--- src/sv/pcc_pkg.sv ---
`timescale 1ns / 1ps
// Shared widths, codes, state and control types of the PID curvature controller.
package pcc_pkg;

    // Field and datapath widths
    localparam int VAL_W      = 32;  // Q16.16 values and gains
    localparam int TIME_W     = 32;  // millisecond timestamps
    localparam int ERR_W      = 33;  // error, exact
    localparam int DIFF_W     = 34;  // error change, exact
    localparam int MAG_W      = 32;  // magnitude of error and of a gain
    localparam int INT_W      = 64;  // error integral
    localparam int OUT_W      = 24;  // drive output
    localparam int FRAC_W     = 16;  // fraction bits of Q16.16
    localparam int TERM_MAG_W = 48;  // weighted term magnitude, up to 2^47
    localparam int TERM_W     = TERM_MAG_W + 1;
    localparam int SUM_W      = 52;
    localparam int CFG_IDX_W  = 2;

    localparam logic [TERM_MAG_W-1:0] TERM_LIMIT = TERM_MAG_W'(1) << (TERM_MAG_W - 1);
    localparam int OUT_LIMIT = 6553600;  // 100.0 in Q16.16

    // Request kinds
    localparam logic REQ_COMPUTE = 1'b0;
    localparam logic REQ_CLEAR   = 1'b1;

    // Configuration register indexes
    typedef enum logic [CFG_IDX_W-1:0] {
        CFG_GAIN_P  = 2'd0,
        CFG_GAIN_I  = 2'd1,
        CFG_GAIN_D  = 2'd2,
        CFG_REVERSE = 2'd3
    } t_cfg_idx;

    // Sequencer states
    typedef enum logic [3:0] {
        S_IDLE,
        S_DIFF,
        S_LOAD1,
        S_RUN1,
        S_INTEG,
        S_LOAD2,
        S_RUN2,
        S_TERMS,
        S_SUM1,
        S_SUM2,
        S_SUM3,
        S_CLAMP,
        S_OUT
    } t_state;

    // Strobes from the sequencer to the datapath
    typedef struct packed {
        logic in_ready;
        logic diff_en;
        logic start_md;
        logic integ_en;
        logic start_w;
        logic term_en;
        logic sum1_en;
        logic sum2_en;
        logic sum3_en;
        logic clamp_en;
        logic out_load;
    } t_ctl;

endpackage

--- src/sv/pcc_if.sv ---
`timescale 1ns / 1ps
// Request, result and configuration channel interfaces.
interface pcc_req_if import pcc_pkg::*; ();
    logic                    valid;
    logic                    ready;
    logic                    req_type;
    logic signed [VAL_W-1:0] target_curvature;
    logic signed [VAL_W-1:0] measured_curvature;
    logic [TIME_W-1:0]       sample_time;

    modport source (output valid, req_type, target_curvature, measured_curvature,
                    sample_time, input ready);
    modport sink   (input valid, req_type, target_curvature, measured_curvature,
                    sample_time, output ready);
endinterface

interface pcc_rsp_if import pcc_pkg::*; ();
    logic                    valid;
    logic                    ready;
    logic signed [OUT_W-1:0] turn_value;
    logic                    output_clamped;
    logic                    zero_interval;

    modport source (output valid, turn_value, output_clamped, zero_interval, input ready);
    modport sink   (input valid, turn_value, output_clamped, zero_interval, output ready);
endinterface

interface pcc_cfg_if import pcc_pkg::*; ();
    logic                 valid;
    logic                 ready;
    logic [CFG_IDX_W-1:0] index;
    logic [VAL_W-1:0]     data;

    modport source (output valid, index, data, input ready);
    modport sink   (input valid, index, data, output ready);
endinterface

--- src/sv/pcc_mul.sv ---
`timescale 1ns / 1ps
// Bit-serial shift-add multiplier: one bit of operand A per cycle.
module pcc_mul #(
    parameter int A_W = 32,
    parameter int B_W = 32
) (
    input  logic               i_clk,
    input  logic               i_rst_n,
    input  logic               i_start,
    input  logic [A_W-1:0]     i_a,
    input  logic [B_W-1:0]     i_b,
    output logic               o_busy,
    output logic [A_W+B_W-1:0] o_product
);

    localparam int CNT_W = $clog2(A_W + 1);

    logic [A_W+B_W-1:0] r_acc, n_acc;
    logic [B_W-1:0]     r_b;
    logic [CNT_W-1:0]   r_cnt, n_cnt;
    logic [B_W:0]       w_sum;

    // Add B into the upper half when the low multiplier bit is set, then shift
    always_comb begin
        w_sum = {1'b0, r_acc[A_W+B_W-1:A_W]} + (r_acc[0] ? {1'b0, r_b} : '0);
        n_acc = {w_sum, r_acc[A_W-1:1]};
        n_cnt = r_cnt - CNT_W'(1);
    end

    // Step counter
    always_ff @(posedge i_clk) begin
        if (!i_rst_n) begin
            r_cnt <= '0;
        end else if (i_start) begin
            r_cnt <= CNT_W'(A_W);
        end else if (r_cnt != '0) begin
            r_cnt <= n_cnt;
        end
    end

    // Accumulator and shifting multiplier
    always_ff @(posedge i_clk) begin
        if (i_start) begin
            r_acc <= {{B_W{1'b0}}, i_a};
            r_b   <= i_b;
        end else if (r_cnt != '0) begin
            r_acc <= n_acc;
        end
    end

    assign o_busy    = (r_cnt != '0);
    assign o_product = r_acc;

endmodule

--- src/sv/pcc_div.sv ---
`timescale 1ns / 1ps
// Restoring divider: one quotient bit per cycle, unsigned operands.
module pcc_div #(
    parameter int N_W = 34,
    parameter int D_W = 32
) (
    input  logic           i_clk,
    input  logic           i_rst_n,
    input  logic           i_start,
    input  logic [N_W-1:0] i_num,
    input  logic [D_W-1:0] i_den,
    output logic           o_busy,
    output logic [N_W-1:0] o_quot
);

    localparam int CNT_W = $clog2(N_W + 1);

    logic [D_W-1:0]   r_rem, n_rem;
    logic [N_W-1:0]   r_nq, n_nq;   // dividend bits out at the top, quotient bits in below
    logic [D_W-1:0]   r_den;
    logic [CNT_W-1:0] r_cnt, n_cnt;
    logic [D_W:0]     w_trial;
    logic [D_W+1:0]   w_diff;
    logic             w_ge;

    // Trial subtract of the divisor from the shifted remainder
    always_comb begin
        w_trial = {r_rem, r_nq[N_W-1]};
        w_diff  = {1'b0, w_trial} - {2'b00, r_den};
        w_ge    = !w_diff[D_W+1];
        n_rem   = w_ge ? w_diff[D_W-1:0] : w_trial[D_W-1:0];
        n_nq    = {r_nq[N_W-2:0], w_ge};
        n_cnt   = r_cnt - CNT_W'(1);
    end

    // Step counter
    always_ff @(posedge i_clk) begin
        if (!i_rst_n) begin
            r_cnt <= '0;
        end else if (i_start) begin
            r_cnt <= CNT_W'(N_W);
        end else if (r_cnt != '0) begin
            r_cnt <= n_cnt;
        end
    end

    // Remainder and quotient shift registers
    always_ff @(posedge i_clk) begin
        if (i_start) begin
            r_rem <= '0;
            r_nq  <= i_num;
            r_den <= i_den;
        end else if (r_cnt != '0) begin
            r_rem <= n_rem;
            r_nq  <= n_nq;
        end
    end

    assign o_busy = (r_cnt != '0);
    assign o_quot = r_nq;

endmodule

--- src/sv/pid_curvature_controller.sv ---
`timescale 1ns / 1ps
// PID curvature controller top level: sequencer, state and serial arithmetic units.
// Compute request: error difference, error x time multiply and 34-step divide, integral
// update, P, 64-bit integral and D term multiplies, terms, sums, clamp, then the output register.
// Clear request: goes straight to the output state and returns the held turn value.
// One request in flight; the next is accepted while the result waits in the output register.
// Synchronous active-low reset zeroes gains, direction and controller state; result channel empty.
module pid_curvature_controller import pcc_pkg::*; (
    input logic        i_clk,
    input logic        i_rst_n,
    pcc_cfg_if.sink    i_cfg,
    pcc_req_if.sink    i_req,
    pcc_rsp_if.source  o_rsp
);

    localparam int P_PROD_W = 2 * MAG_W;
    localparam int I_PROD_W = INT_W + MAG_W;
    localparam int D_PROD_W = DIFF_W + MAG_W;
    localparam int TOP_BIT  = FRAC_W + TERM_MAG_W;
    localparam logic [INT_W-1:0] SIGN_BIT = INT_W'(1) << (INT_W - 1);
    localparam logic signed [SUM_W-1:0] SUM_HI = SUM_W'(OUT_LIMIT);
    localparam logic signed [SUM_W-1:0] SUM_LO = -SUM_W'(OUT_LIMIT);

    // (magnitude product >> 16), saturated to 2^47, with the sign applied
    function automatic logic signed [TERM_W-1:0] f_term(input logic [I_PROD_W-1:0] prod,
                                                       input logic neg);
        logic                  sat;
        logic [TERM_MAG_W-1:0] mag;
        sat = (|prod[I_PROD_W-1:TOP_BIT]) || (prod[TOP_BIT-1] && (|prod[TOP_BIT-2:FRAC_W]));
        mag = sat ? TERM_LIMIT : prod[TOP_BIT-1:FRAC_W];
        return neg ? -$signed({1'b0, mag}) : $signed({1'b0, mag});
    endfunction

    t_state r_state, n_state;
    t_ctl   w_ctl;

    // Configuration
    logic signed [VAL_W-1:0] r_gain_p, r_gain_i, r_gain_d;
    logic                    r_reverse;

    // Controller state
    logic signed [INT_W-1:0] r_integral;
    logic signed [ERR_W-1:0] r_prev_err;
    logic [TIME_W-1:0]       r_last_time;
    logic signed [OUT_W-1:0] r_held;

    // Per-request working registers
    logic signed [ERR_W-1:0]  r_err;
    logic [TIME_W-1:0]        r_time, r_dt;
    logic signed [DIFF_W-1:0] r_diff;
    logic [MAG_W-1:0]         r_err_mag;
    logic                     r_zero_dt;
    logic [DIFF_W-1:0]        r_deriv_mag;
    logic signed [TERM_W-1:0] r_term_p, r_term_i, r_term_d;
    logic signed [SUM_W-1:0]  r_sum;
    logic signed [OUT_W-1:0]  r_res_turn;
    logic                     r_res_clamped, r_res_zero;

    // Output register
    logic                    r_out_valid;
    logic signed [OUT_W-1:0] r_out_turn;
    logic                    r_out_clamped, r_out_zero;

    // Combinational datapath
    logic                     w_in_acc, w_clear;
    logic signed [ERR_W-1:0]  w_lhs, w_rhs, w_err_new;
    logic signed [ERR_W-1:0]  w_err_abs;
    logic [DIFF_W-1:0]        w_diff_mag;
    logic [INT_W-1:0]         w_int_mag, w_u, w_int_new;
    logic [INT_W:0]           w_add, w_sub;
    logic [MAG_W-1:0]         w_gain_p_mag, w_gain_i_mag, w_gain_d_mag;
    logic [MAG_W-1:0]         w_mul_p_a, w_mul_p_b;
    logic [P_PROD_W-1:0]      w_prod_p;
    logic [I_PROD_W-1:0]      w_prod_i;
    logic [D_PROD_W-1:0]      w_prod_d;
    logic [DIFF_W-1:0]        w_quot;
    logic                     w_busy_p, w_busy_i, w_busy_d, w_busy_div;
    logic signed [OUT_W-1:0]  w_clamped_out;
    logic                     w_clamp_hit;

    assign w_in_acc = i_req.valid && w_ctl.in_ready;
    assign w_clear  = (i_req.req_type == REQ_CLEAR);

    // Error of the incoming sample, direction folded into the operand order
    always_comb begin
        w_lhs     = r_reverse ? ERR_W'(i_req.measured_curvature) : ERR_W'(i_req.target_curvature);
        w_rhs     = r_reverse ? ERR_W'(i_req.target_curvature) : ERR_W'(i_req.measured_curvature);
        w_err_new = w_lhs - w_rhs;
    end

    // Magnitudes for the serial units
    always_comb begin
        w_err_abs    = r_err[ERR_W-1] ? -r_err : r_err;
        w_diff_mag   = r_diff[DIFF_W-1] ? $unsigned(-r_diff) : $unsigned(r_diff);
        w_int_mag    = r_integral[INT_W-1] ? $unsigned(-r_integral) : $unsigned(r_integral);
        w_gain_p_mag = r_gain_p[VAL_W-1] ? $unsigned(-r_gain_p) : $unsigned(r_gain_p);
        w_gain_i_mag = r_gain_i[VAL_W-1] ? $unsigned(-r_gain_i) : $unsigned(r_gain_i);
        w_gain_d_mag = r_gain_d[VAL_W-1] ? $unsigned(-r_gain_d) : $unsigned(r_gain_d);
    end

    // Saturating integral update in offset-binary form
    always_comb begin
        w_u   = $unsigned(r_integral) ^ SIGN_BIT;
        w_add = {1'b0, w_u} + {1'b0, w_prod_p};
        w_sub = {1'b0, w_u} - {1'b0, w_prod_p};
        if (!r_err[ERR_W-1]) begin
            w_int_new = w_add[INT_W] ? '1 : w_add[INT_W-1:0];
        end else begin
            w_int_new = w_sub[INT_W] ? '0 : w_sub[INT_W-1:0];
        end
        w_int_new = w_int_new ^ SIGN_BIT;
    end

    // Output clamp to +/-100.0
    always_comb begin
        w_clamp_hit   = 1'b1;
        w_clamped_out = OUT_W'(r_sum);
        if (r_sum > SUM_HI) begin
            w_clamped_out = OUT_W'(SUM_HI);
        end else if (r_sum < SUM_LO) begin
            w_clamped_out = OUT_W'(SUM_LO);
        end else begin
            w_clamp_hit = 1'b0;
        end
    end

    // Shared unit: error x elapsed time first, then the proportional term
    assign w_mul_p_a = w_ctl.start_md ? r_dt : r_err_mag;
    assign w_mul_p_b = w_ctl.start_md ? r_err_mag : w_gain_p_mag;

    pcc_mul #(.A_W(MAG_W), .B_W(MAG_W)) u_mul_p (
        .i_clk     (i_clk),
        .i_rst_n   (i_rst_n),
        .i_start   (w_ctl.start_md || w_ctl.start_w),
        .i_a       (w_mul_p_a),
        .i_b       (w_mul_p_b),
        .o_busy    (w_busy_p),
        .o_product (w_prod_p)
    );

    pcc_mul #(.A_W(INT_W), .B_W(MAG_W)) u_mul_i (
        .i_clk     (i_clk),
        .i_rst_n   (i_rst_n),
        .i_start   (w_ctl.start_w),
        .i_a       (w_int_mag),
        .i_b       (w_gain_i_mag),
        .o_busy    (w_busy_i),
        .o_product (w_prod_i)
    );

    pcc_mul #(.A_W(DIFF_W), .B_W(MAG_W)) u_mul_d (
        .i_clk     (i_clk),
        .i_rst_n   (i_rst_n),
        .i_start   (w_ctl.start_w),
        .i_a       (r_deriv_mag),
        .i_b       (w_gain_d_mag),
        .o_busy    (w_busy_d),
        .o_product (w_prod_d)
    );

    pcc_div #(.N_W(DIFF_W), .D_W(TIME_W)) u_div (
        .i_clk   (i_clk),
        .i_rst_n (i_rst_n),
        .i_start (w_ctl.start_md && !r_zero_dt),
        .i_num   (w_diff_mag),
        .i_den   (r_dt),
        .o_busy  (w_busy_div),
        .o_quot  (w_quot)
    );

    // Sequencer: next state
    always_comb begin
        n_state = r_state;
        unique case (r_state)
            S_IDLE:  if (w_in_acc) n_state = w_clear ? S_OUT : S_DIFF;
            S_DIFF:  n_state = S_LOAD1;
            S_LOAD1: n_state = S_RUN1;
            S_RUN1:  if (!w_busy_p && !w_busy_div) n_state = S_INTEG;
            S_INTEG: n_state = S_LOAD2;
            S_LOAD2: n_state = S_RUN2;
            S_RUN2:  if (!w_busy_p && !w_busy_i && !w_busy_d) n_state = S_TERMS;
            S_TERMS: n_state = S_SUM1;
            S_SUM1:  n_state = S_SUM2;
            S_SUM2:  n_state = S_SUM3;
            S_SUM3:  n_state = S_CLAMP;
            S_CLAMP: n_state = S_OUT;
            S_OUT:   if (w_ctl.out_load) n_state = S_IDLE;
            default: n_state = S_IDLE;
        endcase
    end

    // Sequencer: strobes
    always_comb begin
        w_ctl = '0;
        unique case (r_state)
            S_IDLE:  w_ctl.in_ready = 1'b1;
            S_DIFF:  w_ctl.diff_en  = 1'b1;
            S_LOAD1: w_ctl.start_md = 1'b1;
            S_RUN1:  ;
            S_INTEG: w_ctl.integ_en = 1'b1;
            S_LOAD2: w_ctl.start_w  = 1'b1;
            S_RUN2:  ;
            S_TERMS: w_ctl.term_en  = 1'b1;
            S_SUM1:  w_ctl.sum1_en  = 1'b1;
            S_SUM2:  w_ctl.sum2_en  = 1'b1;
            S_SUM3:  w_ctl.sum3_en  = 1'b1;
            S_CLAMP: w_ctl.clamp_en = 1'b1;
            S_OUT:   w_ctl.out_load = !r_out_valid || o_rsp.ready;
            default: ;
        endcase
    end

    always_ff @(posedge i_clk) begin
        if (!i_rst_n) begin
            r_state <= S_IDLE;
        end else begin
            r_state <= n_state;
        end
    end

    // Configuration writes
    assign i_cfg.ready = 1'b1;

    always_ff @(posedge i_clk) begin
        if (!i_rst_n) begin
            r_gain_p  <= '0;
            r_gain_i  <= '0;
            r_gain_d  <= '0;
            r_reverse <= 1'b0;
        end else if (i_cfg.valid) begin
            unique case (t_cfg_idx'(i_cfg.index))
                CFG_GAIN_P:  r_gain_p  <= $signed(i_cfg.data);
                CFG_GAIN_I:  r_gain_i  <= $signed(i_cfg.data);
                CFG_GAIN_D:  r_gain_d  <= $signed(i_cfg.data);
                CFG_REVERSE: r_reverse <= i_cfg.data[0];
                default:     ;
            endcase
        end
    end

    // Controller state: cleared by reset; a clear request clears all but the held output
    always_ff @(posedge i_clk) begin
        if (!i_rst_n) begin
            r_integral  <= '0;
            r_prev_err  <= '0;
            r_last_time <= '0;
            r_held      <= '0;
        end else if (w_in_acc && w_clear) begin
            r_integral  <= '0;
            r_prev_err  <= '0;
            r_last_time <= '0;
        end else begin
            if (w_ctl.integ_en) begin
                r_integral <= $signed(w_int_new);
            end
            if (w_ctl.clamp_en) begin
                r_held      <= w_clamped_out;
                r_prev_err  <= r_err;
                r_last_time <= r_time;
            end
        end
    end

    // Working registers of the request in progress
    always_ff @(posedge i_clk) begin
        if (w_in_acc) begin
            r_err         <= w_err_new;
            r_time        <= i_req.sample_time;
            r_dt          <= i_req.sample_time - r_last_time;
            r_res_turn    <= r_held;
            r_res_clamped <= 1'b0;
            r_res_zero    <= 1'b0;
        end
        if (w_ctl.diff_en) begin
            r_diff    <= DIFF_W'(r_err) - DIFF_W'(r_prev_err);
            r_err_mag <= $unsigned(w_err_abs[MAG_W-1:0]);
            r_zero_dt <= (r_dt == '0);
        end
        if (w_ctl.integ_en) begin
            r_deriv_mag <= r_zero_dt ? '0 : w_quot;
        end
        if (w_ctl.term_en) begin
            r_term_p <= f_term(I_PROD_W'(w_prod_p), r_err[ERR_W-1] ^ r_gain_p[VAL_W-1]);
            r_term_i <= f_term(w_prod_i, r_integral[INT_W-1] ^ r_gain_i[VAL_W-1]);
            r_term_d <= f_term(I_PROD_W'(w_prod_d), r_diff[DIFF_W-1] ^ r_gain_d[VAL_W-1]);
        end
        if (w_ctl.sum1_en) begin
            r_sum <= SUM_W'(r_term_p) + SUM_W'(r_term_i);
        end
        if (w_ctl.sum2_en) begin
            r_sum <= r_sum + SUM_W'(r_term_d);
        end
        if (w_ctl.sum3_en) begin
            r_sum <= r_sum + SUM_W'(r_held);
        end
        if (w_ctl.clamp_en) begin
            r_res_turn    <= w_clamped_out;
            r_res_clamped <= w_clamp_hit;
            r_res_zero    <= r_zero_dt;
        end
    end

    // Result register toward the consumer
    always_ff @(posedge i_clk) begin
        if (!i_rst_n) begin
            r_out_valid <= 1'b0;
        end else if (w_ctl.out_load) begin
            r_out_valid <= 1'b1;
        end else if (o_rsp.ready) begin
            r_out_valid <= 1'b0;
        end
    end

    always_ff @(posedge i_clk) begin
        if (w_ctl.out_load) begin
            r_out_turn    <= r_res_turn;
            r_out_clamped <= r_res_clamped;
            r_out_zero    <= r_res_zero;
        end
    end

    assign i_req.ready          = w_ctl.in_ready;
    assign o_rsp.valid          = r_out_valid;
    assign o_rsp.turn_value     = r_out_turn;
    assign o_rsp.output_clamped = r_out_clamped;
    assign o_rsp.zero_interval  = r_out_zero;

endmodule

--- src/flat_wrapper.sv ---
// flat-port wrapper written by rule: the top's interface ports become plain ports
module pid_curvature_controller_flat import pcc_pkg::*;
  (i_clk, i_rst_n, i_cfg_valid, i_cfg_index, i_cfg_data, i_cfg_ready, i_req_valid, i_req_req_type, i_req_target_curvature, i_req_measured_curvature, i_req_sample_time, i_req_ready, o_rsp_valid, o_rsp_turn_value, o_rsp_output_clamped, o_rsp_zero_interval, o_rsp_ready);
  pcc_cfg_if i_cfg_i ();
  pcc_req_if i_req_i ();
  pcc_rsp_if o_rsp_i ();
  input logic i_clk;
  input logic i_rst_n;
  input wire logic [$bits(i_cfg_i.valid)-1:0] i_cfg_valid;
  input wire logic [$bits(i_cfg_i.index)-1:0] i_cfg_index;
  input wire logic [$bits(i_cfg_i.data)-1:0] i_cfg_data;
  output wire logic [$bits(i_cfg_i.ready)-1:0] i_cfg_ready;
  input wire logic [$bits(i_req_i.valid)-1:0] i_req_valid;
  input wire logic [$bits(i_req_i.req_type)-1:0] i_req_req_type;
  input wire logic [$bits(i_req_i.target_curvature)-1:0] i_req_target_curvature;
  input wire logic [$bits(i_req_i.measured_curvature)-1:0] i_req_measured_curvature;
  input wire logic [$bits(i_req_i.sample_time)-1:0] i_req_sample_time;
  output wire logic [$bits(i_req_i.ready)-1:0] i_req_ready;
  output wire logic [$bits(o_rsp_i.valid)-1:0] o_rsp_valid;
  output wire logic [$bits(o_rsp_i.turn_value)-1:0] o_rsp_turn_value;
  output wire logic [$bits(o_rsp_i.output_clamped)-1:0] o_rsp_output_clamped;
  output wire logic [$bits(o_rsp_i.zero_interval)-1:0] o_rsp_zero_interval;
  input wire logic [$bits(o_rsp_i.ready)-1:0] o_rsp_ready;
  assign i_cfg_i.valid = i_cfg_valid;
  assign i_cfg_i.index = i_cfg_index;
  assign i_cfg_i.data = i_cfg_data;
  assign i_cfg_ready = i_cfg_i.ready;
  assign i_req_i.valid = i_req_valid;
  assign i_req_i.req_type = i_req_req_type;
  assign i_req_i.target_curvature = i_req_target_curvature;
  assign i_req_i.measured_curvature = i_req_measured_curvature;
  assign i_req_i.sample_time = i_req_sample_time;
  assign i_req_ready = i_req_i.ready;
  assign o_rsp_valid = o_rsp_i.valid;
  assign o_rsp_turn_value = o_rsp_i.turn_value;
  assign o_rsp_output_clamped = o_rsp_i.output_clamped;
  assign o_rsp_zero_interval = o_rsp_i.zero_interval;
  assign o_rsp_i.ready = o_rsp_ready;
  pid_curvature_controller u_core (.i_clk(i_clk), .i_rst_n(i_rst_n), .i_cfg(i_cfg_i), .i_req(i_req_i), .o_rsp(o_rsp_i));
endmodule
--- config.mk ---
export PLATFORM = sky130hd
export DESIGN_NAME = pid_curvature_controller_flat
export DESIGN_NICKNAME = d
export VERILOG_FILES = /design/src/sv/pcc_pkg.sv /design/src/sv/pcc_if.sv /design/src/sv/pcc_mul.sv /design/src/sv/pcc_div.sv /design/src/sv/pid_curvature_controller.sv /design/src/flat_wrapper.sv
export SDC_FILE = /design/constraint.sdc
export NUM_CORES = 2
export LEC_CHECK = 0
export BUFFER_PORTS_ARGS = -buffer_cell sky130_fd_sc_hd__clkbuf_2
export CORE_MARGIN = 8
export CORE_UTILIZATION = 64
export DETAILED_ROUTE_END_ITERATION = 7
export HOLD_SLACK_MARGIN = 0.02
export PLACE_DENSITY_LB_ADDON = 0.08
export SYNTH_ARGS = -nofsm -noshare
export SYNTH_HDL_FRONTEND = slang
export SYNTH_SLANG_ARGS = --single-unit
--- constraint.sdc ---
create_clock -name i_clk -period 15.2 [get_ports i_clk]
set_clock_uncertainty 0.1 [all_clocks]
set_input_delay 0.76 -clock i_clk [delete_from_list [all_inputs] [get_ports i_clk]]
set_output_delay 0.76 -clock i_clk [all_outputs]
set_load 0.01 [all_outputs]
==> metrics.txt <==
Top FF cell, synth edfxtp_1; fin util 69.58%; most common cell in the netlist nand2_1; Hold Violations, Final 0; DRT Wirelength 254000 um; Cells after DPL 10370; clk buf depth 3; clk_lat worst skew 0.79 ns; port bufs 163; vias in the first global route 65470; post-synth top area share 28.46%; Via Count 70020; Leak 0.03311 uW; Routed Antenna Nets 0; CORE AREA 121600 um^2; DRC 1; Setup Buffers After CTS 0; total track usage 36.67%; IO Pins 165; failing checks DRC, capacitance limit, slew limit; first-pass GRT wire length 382900 um; fin worst setup slack 9.382 ns; row cnt 128; Setup TNS 0 ns; syn avg cell area 8.766 um^2; Max Freq 171.9 MHz; largest net degree at the start of global routing 99; RSZ-0062 raised after global routing false; Yosys reg bits 1149; NumNets Final 9540; power density cells 203.5 nW/um^2; Setup-failing EPs final 0; post-cts resize count 0; post-synthesis cell count 8918; yosys warns 0; dpl hpwl 193000 um; post-route clock period utilization 38.28%; clock sinks 1149; CTS tree yes; htree depth 4; # fillers 9513; DRT iter0 DRCs 8677; top cells by area, synth edfxtp_1 (28%), dfxtp_1 (10%), ha_1 (8.3%); footprint of the multi-input gates 44990 um^2; VDD IR max 222.2 uV; hold path depth 1; Worst Max-Slew Pin Slew 1.510 ns; Avg WL per Cell 23.92 um; Die W 365.5 um; data required time of the worst path 15.77 ns; initial antenna violation count 18; Hold Buf Count CTS 0; GR Overflow Total 0; number of synthesized flops with an enable pin 741; non-filler cells, final 10620; die height 365.5 um; Distinct cells, synth 107; register area share after synthesis 38.91%; Area Overhead vs Synth 8.198%; Cell Area, Synth 78170 um^2; Final Max Slew Viols 14; crit path time final 5.818 ns; CP Class register to register; maxcap violations 1; Worst EP arrival 6.39 ns; Critical Path Fanout Max 34; share of cells above drive strength 1 6.857%; Initial Util 64.31%; Yosys top cell by area edfxtp_1; dpl ws 9.612 ns; clock root cell clkbuf_16; outcome finished, violations left; Final GP Congestion 1.064; synth cell count leaders nand2_1 (1199), a21oi_1 (776), edfxtp_1 (741); Die ar. 133600 um^2; Slew headroom -1.036%; Async S/R FF share, synth 0%; Post-Synthesis Net Count 9583; worst hold path class primary input to register; Setup crit end kind register; Seq. cell area 30420 um^2; vias per std cell 6.595; Reg clk slew, reported paths 0.06 ns; cts bufs inserted 130; Pre-antenna DRT Iters 8; CP startpoint kind register; worst r2r path cells 13
==> cell families (layout without fill, tap and decap cells) <==
logic type | after synthesis | count (layout) | share of synthesized area (%)
flops | 1149 | 1149 | 38.91
xor+xnor | 713 | 713 | 7.988
mux | 81 | 81 | 1.087
simple gates | 3003 | 3003 | 18.00
other cells | 1 | 9 | 0.004797
compound gates | 2669 | 2669 | 21.66
fa+ha+maj | 529 | 529 | 8.582
buf+inv | 773 | 839 | 3.768
==> worst max-delay path, stage by stage, from the launching register on <==
cell and delay (ns):
edfxtp_1 0.69, ha_1 0.38, fa_1 0.41, nor2b_1 0.15, o31ai_1 0.49, o21ai_1 0.26
o21ba_2 0.32, or3_1 0.41, nand4_1 0.18, nand2_1 0.22, a21oi_1 0.54, o41a_1 1.03
o21ai_0 0.23, o221a_2 0.29
==> sequential cells by signal, summed over array words and instances (netlist names), 33 cells and up <==
signal                    flops
u_core.r_prev_err            33
u_core.u_div.o_quot          34
u_core.r_integral            64
u_core.r_deriv_mag           34
u_core.r_term_d              49
u_core.r_term_p              49
u_core.u_mul_d.o_product     66
u_core.r_sum                 52
u_core.r_term_i              49
u_core.r_err                 33
u_core.u_mul_p.o_product     64
u_core.u_mul_i.o_product     96
u_core.r_diff                34
==> stage by stage <==
step                total power [uW]  cell area (um^2)  hold slack [ns]
finish                         17210             84580          0.06461
global route                   18090             84560          0.04530
CTS                            16930             84560          0.03159
detailed placement             13670             80180           0.3064
global placement               13470             80180           0.3035
floorplan                      11140             78170           0.3003
==> worst paths after layout <==
| check | end | start | slack [ns] |
|---|---|---|---|
| worst max-delay path | u_core.r_integral[61]$_SDFFE_PP0P_ | u_core.u_mul_p.o_product[0]$_DFFE_PP_ | 9.38 |
| worst min-delay path | u_core.r_time[0]$_DFFE_PP_ | i_req_sample_time[0] | 0.06 |
| worst max register to register | u_core.r_integral[61]$_SDFFE_PP0P_ | u_core.u_mul_p.o_product[0]$_DFFE_PP_ | 9.38 |
| worst min register to register | u_core.o_rsp.turn_value[11]$_DFFE_PP_ | u_core.r_res_turn[11]$_DFFE_PP_ | 0.32 |
==> final cells by class <==
type,instances,area share (%)
Clock buffer,181,4.417
Sequential cell,1149,35.97
Timing Repair Buffer,233,1.604
Tap cell,1625,2.404
Multi-Input combinational cell,6996,53.19
Clock inverter,60,0.7663
Antenna cell,8,0.02367
Inverter,365,1.626
==> report_power, final <==
part / switching, uW / total [uW] / internal, uW
clock network: 1390 / 3230 / 1840
logic: 5480 / 8460 / 2980
registers: 983 / 5520 / 4530
==> layout by cell type, fill, tap and decap left out, types with 150 or more instances in the layout <==
master       n
nand2_1   1195
a21oi_1    775
edfxtp_1   741
o21ai_0    648
nor2_1     620
ha_1       517
xnor2_1    439
dfxtp_1    406
inv_1      360
xor2_1     269
a21o_1     220
nor3_1     195
clkbuf_2   162
and2_1     150
==> per-layer routing <==
layer	global-route usage, %	share of wire (%)	wire (um)
met3	8.561	9.7	24750
met2	58.65	45	114400
met5	0.3267	0.047	119
met4	19.93	6.4	16320
met1	45.98	39	98390
Power figures use the tool's default switching activity.
